==> src/rtl/nsqm_ring_add.sv <==
// shared ring position adder with wrap at the list depth
`timescale 1ns / 1ps
`default_nettype none

module nsqm_ring_add #(
  parameter int LIST_DEPTH = 64
) (
  input  wire logic [$clog2(LIST_DEPTH)-1:0] pos,
  input  wire logic [$clog2(LIST_DEPTH)-1:0] step,
  output logic      [$clog2(LIST_DEPTH)-1:0] sum
);

  localparam int POS_W = $clog2(LIST_DEPTH);
  localparam logic [POS_W:0] DEPTH_V = (POS_W + 1)'(LIST_DEPTH);

  logic [POS_W:0] raw;
  logic [POS_W:0] wrapped;

  always_comb begin
    raw = {1'b0, pos} + {1'b0, step};
    if (raw >= DEPTH_V) begin
      wrapped = raw - DEPTH_V;
    end else begin
      wrapped = raw;
    end
    sum = wrapped[POS_W-1:0];
  end

endmodule

`default_nettype wire

==> config.mk <==
export PLATFORM = sky130hd
export DESIGN_NAME = nsqm_ring_add
export DESIGN_NICKNAME = d
export VERILOG_FILES = /design/src/rtl/nsqm_ring_add.sv
export SDC_FILE = /design/constraint.sdc
export NUM_CORES = 1
export LEC_CHECK = 0
export CORE_AREA = 2 2 39 41
export DETAILED_ROUTE_END_ITERATION = 7
export DIE_AREA = 0 0 41 43
export DONT_BUFFER_PORTS = 1
export GPL_ROUTABILITY_DRIVEN = 0
export PLACE_DENSITY = 0.37
export SYNTH_ARGS = -nofsm -noshare
export SYNTH_HDL_FRONTEND = slang
export SYNTH_SLANG_ARGS = --single-unit
==> constraint.sdc <==
create_clock -name vclk -period 1.89
set_clock_uncertainty 0.15 [all_clocks]
set_input_delay 0.2835 -clock vclk [all_inputs]
set_output_delay 0.2835 -clock vclk [all_outputs]
set_load 0.01 [all_outputs]
* Word level (Yosys, flattened, before mapping) *
Cells that the tools add are included.
Widths: inputs -> output; s select.

storage, ports and cells
  register bits after elaboration = 0
  input bits = 12
  output and inout port bits = 6
  logic and storage cells = 4

operators by class
  add/subtract/negate cells = 2
  magnitude comparators = 1
  muxes and demuxes = 1

operators with widths
  kind                 number
  $add 6x6->7          1
  $ge 7x7->1 const B   1
  $mux 6               1
  $sub 6x1->6 const B  1

* Depth between registers and ports, before layout *
Gate-level depths: netlist of run 1.

  word-level depth = 3
  gate-level depth with buffers = 5
  gate-level depth less buffers = 5

* Worst setup path before layout of run 1 *
No wires, ideal clock.

  path kind = in2out
  from = in pos[0]
  to = out sum[4]
  data arrival time = 1.452 ns
  required time = 1.456 ns
  slack = 0.005 ns
  stages = 5
  path buffers = 0
  cell sequence = ha_1 > fa_1 > a21o_2 > a21oi_1 > xnor2_1

between the ends
  word-level cells in the longest chain between the ends = 3
  elaborated cells between the ends (all ways) = 4
  those cells by class = 2 x add/sub; 1 x order compare; 1 x mux

RTL lines
  element                                           RTL line  source
  start, declared                                   8         input wire logic [$clog2(LIST_DEPTH)-1:0] pos,
  $add 6x6->7 (*)                                   20        raw = {1'b0, pos} + {1'b0, step};
  $sub 6x1->6 / $ge 7x7->1 (equally long branches)  22, 21
  $mux 6 (*)                                        21        if (raw >= DEPTH_V) begin
  end, declared                                     10        output logic [$clog2(LIST_DEPTH)-1:0] sum

Every way passes the cells marked *; elsewhere a longest branch is shown, timed or not.

* Worst setup path in the final report of run 1 *
Same ends and word-level chain as after synthesis.

==> results of run 1 <==
## metrics by stage
stage	utilization (%)	cells	setup WS [ps]	TNS (ps)	instance area, um^2
after detailed placement	16.0	37	-20.5	-20.5	221
after global placement	16.0	37	-16.2	-16.2	221
after CTS	16.3	37	5.56	0	225
after floorplan	-	19	4.65	0	186
final	17.5	37	64.6	0	243
after global routing	17.5	37	18.9	0	243
## per-layer routing
layer	GRT usage, %	wire (um)
met1	6.96	172
met2	7.50	139
met3	0	91
met4	0	0
met5	0	0
## cell families (layout without fill, tap and decap cells)
kind of cell    count (synthesis)  after routing  share of synthesized area [%]
buf+inv                         0              2                              0
compound gates                  8              8                           32.2
fa+ha+maj                       6              6                           44.3
xor+xnor                        5              5                           23.5
## cells in the mapped netlist (all sizes together)
cell,instances
o21bai,1
a211oi,1
ha,5
a21oi,3
xnor2,3
a21o,2
fa,1
o21ai,1
xor2,2
## cell usage in the layout, fill, tap and decap left out
cell / count
o21bai_1: 1
fa_2: 1
a21o_1: 1
a211oi_2: 1
xnor2_1: 2
a21oi_2: 1
xor2_1: 2
o21ai_0: 1
xnor2_2: 1
a21o_2: 1
ha_1: 5
a21oi_1: 1
buf_4: 2
a21oi_4: 1
## power groups by stage
stage,registers [W],logic (W),clock network [W]
final,0,0.0000872,0
after global routing,0,0.0000958,0
after CTS,0,0.0000799,0
after detailed placement,0,0.0000774,0
after global placement,0,0.0000751,0
after floorplan,0,0.0000643,0
## final cells by class
class | instances | area (um^2) | area share (%)
repair buffers | 2 | 15.0 | 6.19
multi-input cells | 19 | 208 | 85.6
well taps | 16 | 20.0 | 8.25
## worst min path at each step
stage / startpoint / end / slack, ps
2_1_floorplan: step[0] / sum[0] / 560
3_3_place_gp: step[0] / sum[0] / 570
3_5_place_dp: step[0] / sum[0] / 560
4_1_cts: step[0] / sum[0] / 560
5_1_grt: step[0] / sum[0] / 570
6_report: step[0] / sum[0] / 560
## repair_timing
item	4_1_cts	5_1_grt
setup endpoints to repair	1	1
pin swaps	1	0
resized for setup	1	3
==> impl_metrics.py, run 1 <==
metrics = {
    "sta": {
        "finalCritPeriodShare_pct": 96.6,
        "fin_crit_ps": 1830,
        "finalHoldViolations": 0,
        "rsz0062_at_grt": "no",
        "setup_viol": 0,
        "slew_headroom_pct": 80.3,
        "worstMarginPinSlew_ps": 294,
        "drv_slew": 0,
        "fmax_mhz": 548,
        "hold-worst-slack_ps": 563,
    },
    "synth": {
        "synth_top_area_share_pct": 33.6,
        "ys_types": 11,
        "avgSynthCellArea_um2": 9.81,
        "yosys.area.top_type": "ha_1",
        "syn_area_um2": 186,
        "synth_area_leaders": "ha_1 34%, xnor2_1 14%, fa_1 11%",
        "ys_warn_count": 0,
        "synth_cells": 19,
        "syn_nets": 37,
        "yosysSeqAreaShare_pct": 0,
    },
    "routing": {
        "wl_um": 403,
        "num_vias": 148,
        "drt-initial-drc-count": 0,
        "drcViolationCount": 0,
        "dr.pass1.iters": 1,
        "post_drt_wl_per_cell_um": 10.9,
        "via_per_inst": 4.00,
        "postRouteAntennaNets": 0,
    },
    "floorplanning": {
        "io_pins": 18,
        "start_util_pct": 13.5,
        "core_um2": 1380,
        "rows": 14,
        "dieWidth_um": 41,
        "die_area_um2": 1760,
        "dieHeight_um": 43,
    },
    "setup_path": {
        "worst-path-buf-inv": 0,
        "cp_slowest_cell": "fa_2",
        "start_kind": "input port",
        "crit_start": "pos[0]",
        "required_ps": 1460,
        "path_cells": "ha_1 > fa_2 > a21o_2 > a21oi_4 > xnor2_2",
        "critPathMaxStageDelay_ps": 350,
        "crit_end": "sum[4]",
        "crit_family": "adder cells",
        "worstPathMaxFanout": 2,
        "path_depth": 5,
        "critPathCaptureType": "output pin",
        "worstSetupPathType": "input port to output pin",
        "cp.arrival_ps": 1390,
    },
    "global_route": {
        "antenna_found_initial": 0,
        "grt-ovfl-total": 0,
        "grt_usage_pct": 4.60,
        "first_global_vias": 162,
        "grt_max_degree": 5,
        "grt_pass1_wl_um": 593,
    },
    "power": {
        "ir_worst_vdd_mv": 0.123,
        "pwr-share-seq_pct": 0,
        "power_density_nw_per_um2": 359,
        "swShare_pct": 53.7,
        "power.leakage_nw": 0.104,
        "power_w": 0.0000872,
        "p_int_w": 0.0000404,
        "switchingPower_w": 0.0000469,
        "clkPwrFrac_pct": 0,
        "combPwrFrac_pct": 100.0,
    },
    "run_status": {
        "outcome": "finished, final reports clean",
    },
    "worst_hold_path": {
        "hp-class": "input port to output pin",
        "min_path_cells": 1,
    },
    "final_layout": {
        "drive_above_1_share_pct": 38.1,
        "nClkBuffers": 0,
        "seq_cells": 0,
        "fill_cells": 148,
        "syn_to_final_growth_pct": 30.2,
        "register_area_um2": 0,
        "antennaDiodeCount": 0,
        "finalNetCount": 41,
    },
    "job": {
        "drv_cap": 0,
    },
    "cts": {
        "cts_setup_buffers": 0,
        "ctsHoldBuffers": 0,
    },
    "placed_design": {
        "port_buffers": 0,
    },
}
No activity file was read; power rests on OpenSTA's default activity.
==> run 2, diff against run 1 <==
Settings changed: CELL_PAD_IN_SITES_DETAIL_PLACEMENT set to 1, CELL_PAD_IN_SITES_GLOBAL_PLACEMENT set to 1, PLACE_DENSITY 0.37 to 0.45.
==> run 2 against run 1 <==
Against the previous run:
- worst hold slack better by 3.7 ps
- setup slack better by 1.6 ps
- combinational power hardly changed
- count of clock-buffer cells in the layout stayed put
- sequential cell count stayed put
- power is 0.10% lower
- cell count stayed put
- core utilization stayed put
- highest routed layer unchanged
==> impl_metrics.py, run 2 (synthesis gave the netlist of run 1 again) <==
metrics = {
    "final_layout": {
        "final_cell_mix": "5 x ha_1, 2 x xor2_1, 2 x xnor2_1, 2 x buf_4",
        "drive_above_1_share_pct": 38.1,
        "design_area_um2": 243,
        "nClkBuffers": 0,
        "final_common_cell": "ha_1",
        "seq_cells": 0,
        "antennaDiodeCount": 0,
        "register_area_um2": 0,
        "fill_cells": 166,
        "multiInputGateArea_um2": 208,
        "syn_to_final_growth_pct": 30.2,
        "finalNetCount": 41,
    },
    "setup_path": {
        "path_cells": "ha_1 > fa_2 > a21o_2 > a21oi_4 > xnor2_2",
        "crit_start": "pos[0]",
        "crit_family": "adder cells",
        "worstSetupPathType": "input port to output pin",
        "critPathMaxStageDelay_ps": 350,
        "required_ps": 1460,
        "cp_slowest_cell": "fa_2",
        "path_depth": 5,
        "crit_end": "sum[4]",
        "worst-path-buf-inv": 0,
        "critPathCaptureType": "output pin",
        "start_kind": "input port",
        "cp.arrival_ps": 1390,
        "worstPathMaxFanout": 2,
    },
    "floorplanning": {
        "dieHeight_um": 43,
        "io_pins": 18,
        "start_util_pct": 13.5,
        "core_um2": 1380,
        "dieWidth_um": 41,
        "rows": 14,
        "die_area_um2": 1760,
    },
    "global_route": {
        "grt_pass1_wl_um": 655,
        "grt_max_degree": 5,
        "first_global_vias": 167,
        "antenna_found_initial": 0,
        "grt_usage_pct": 5.29,
        "grt-ovfl-total": 0,
    },
    "sta": {
        "fmax_mhz": 548,
        "fin_crit_ps": 1820,
        "finalCritPeriodShare_pct": 96.5,
        "hold-worst-slack_ps": 567,
        "slew_headroom_pct": 80.1,
        "rsz0062_at_grt": "no",
        "worstMarginPinSlew_ps": 297,
        "finalHoldViolations": 0,
        "drv_slew": 0,
        "setup_viol": 0,
    },
    "job": {
        "drv_cap": 0,
    },
    "routing": {
        "num_vias": 157,
        "post_drt_wl_per_cell_um": 12.4,
        "dr.pass1.iters": 1,
        "drcViolationCount": 0,
        "wl_um": 459,
        "via_per_inst": 4.24,
        "postRouteAntennaNets": 0,
        "drt-initial-drc-count": 0,
    },
    "run_status": {
        "outcome": "finished, final reports clean",
    },
    "power": {
        "power.leakage_nw": 0.104,
        "ir_worst_vdd_mv": 0.113,
        "power_density_nw_per_um2": 359,
        "power_w": 0.0000871,
    },
    "cts": {
        "cts_setup_buffers": 0,
    },
    "worst_hold_path": {
        "hp-class": "input port to output pin",
    },
    "placed_design": {
        "port_buffers": 0,
        "placed_area_um2": 221,
    },
}
-- run 2: metrics by stage --
step | util (%) | setup WS (ps) | instances | setup TNS (ps)
2_1_floorplan | - | 4.65 | 19 | 0
3_3_place_gp | 16.0 | -19.6 | 37 | -19.6
3_5_place_dp | 16.0 | -60.4 | 37 | -60.4
4_1_cts | 17.5 | 48.8 | 37 | 0
5_1_grt | 17.5 | 13.3 | 37 | 0
6_report | 17.5 | 66.2 | 37 | 0
-- run 2: repair_timing --
item                                    CTS  global route
endpoints found under the setup margin    1             0
hold buffers                              0             0
gates resized for setup                   4             0
-- run 2: report_power, final --
part,switching (W),internal [W]
clock,0,0
sequential,0,0
combinational,0.0000468,0.0000403
-- run 2: routing by layer --
metal	wire length [um]	global-route usage, %
met3	95	0.524
met5	0	0
met2	184	9.38
met4	0	0
met1	178	6.96
-- run 2: layout make-up --
class | instances | area share (%)
multi-input combinational | 19 | 85.6
tap | 16 | 8.25
timing repair buffer | 2 | 6.19
-- run 2: how the worst min path moves through the flow --
stage | start | endpoint | depth (start not counted)
final | step[0] | sum[0] | 1
after global routing | step[0] | sum[0] | 1
after CTS | step[0] | sum[0] | 1
after detailed placement | step[0] | sum[0] | 1
after global placement | step[0] | sum[0] | 1
after floorplan | step[0] | sum[0] | 1
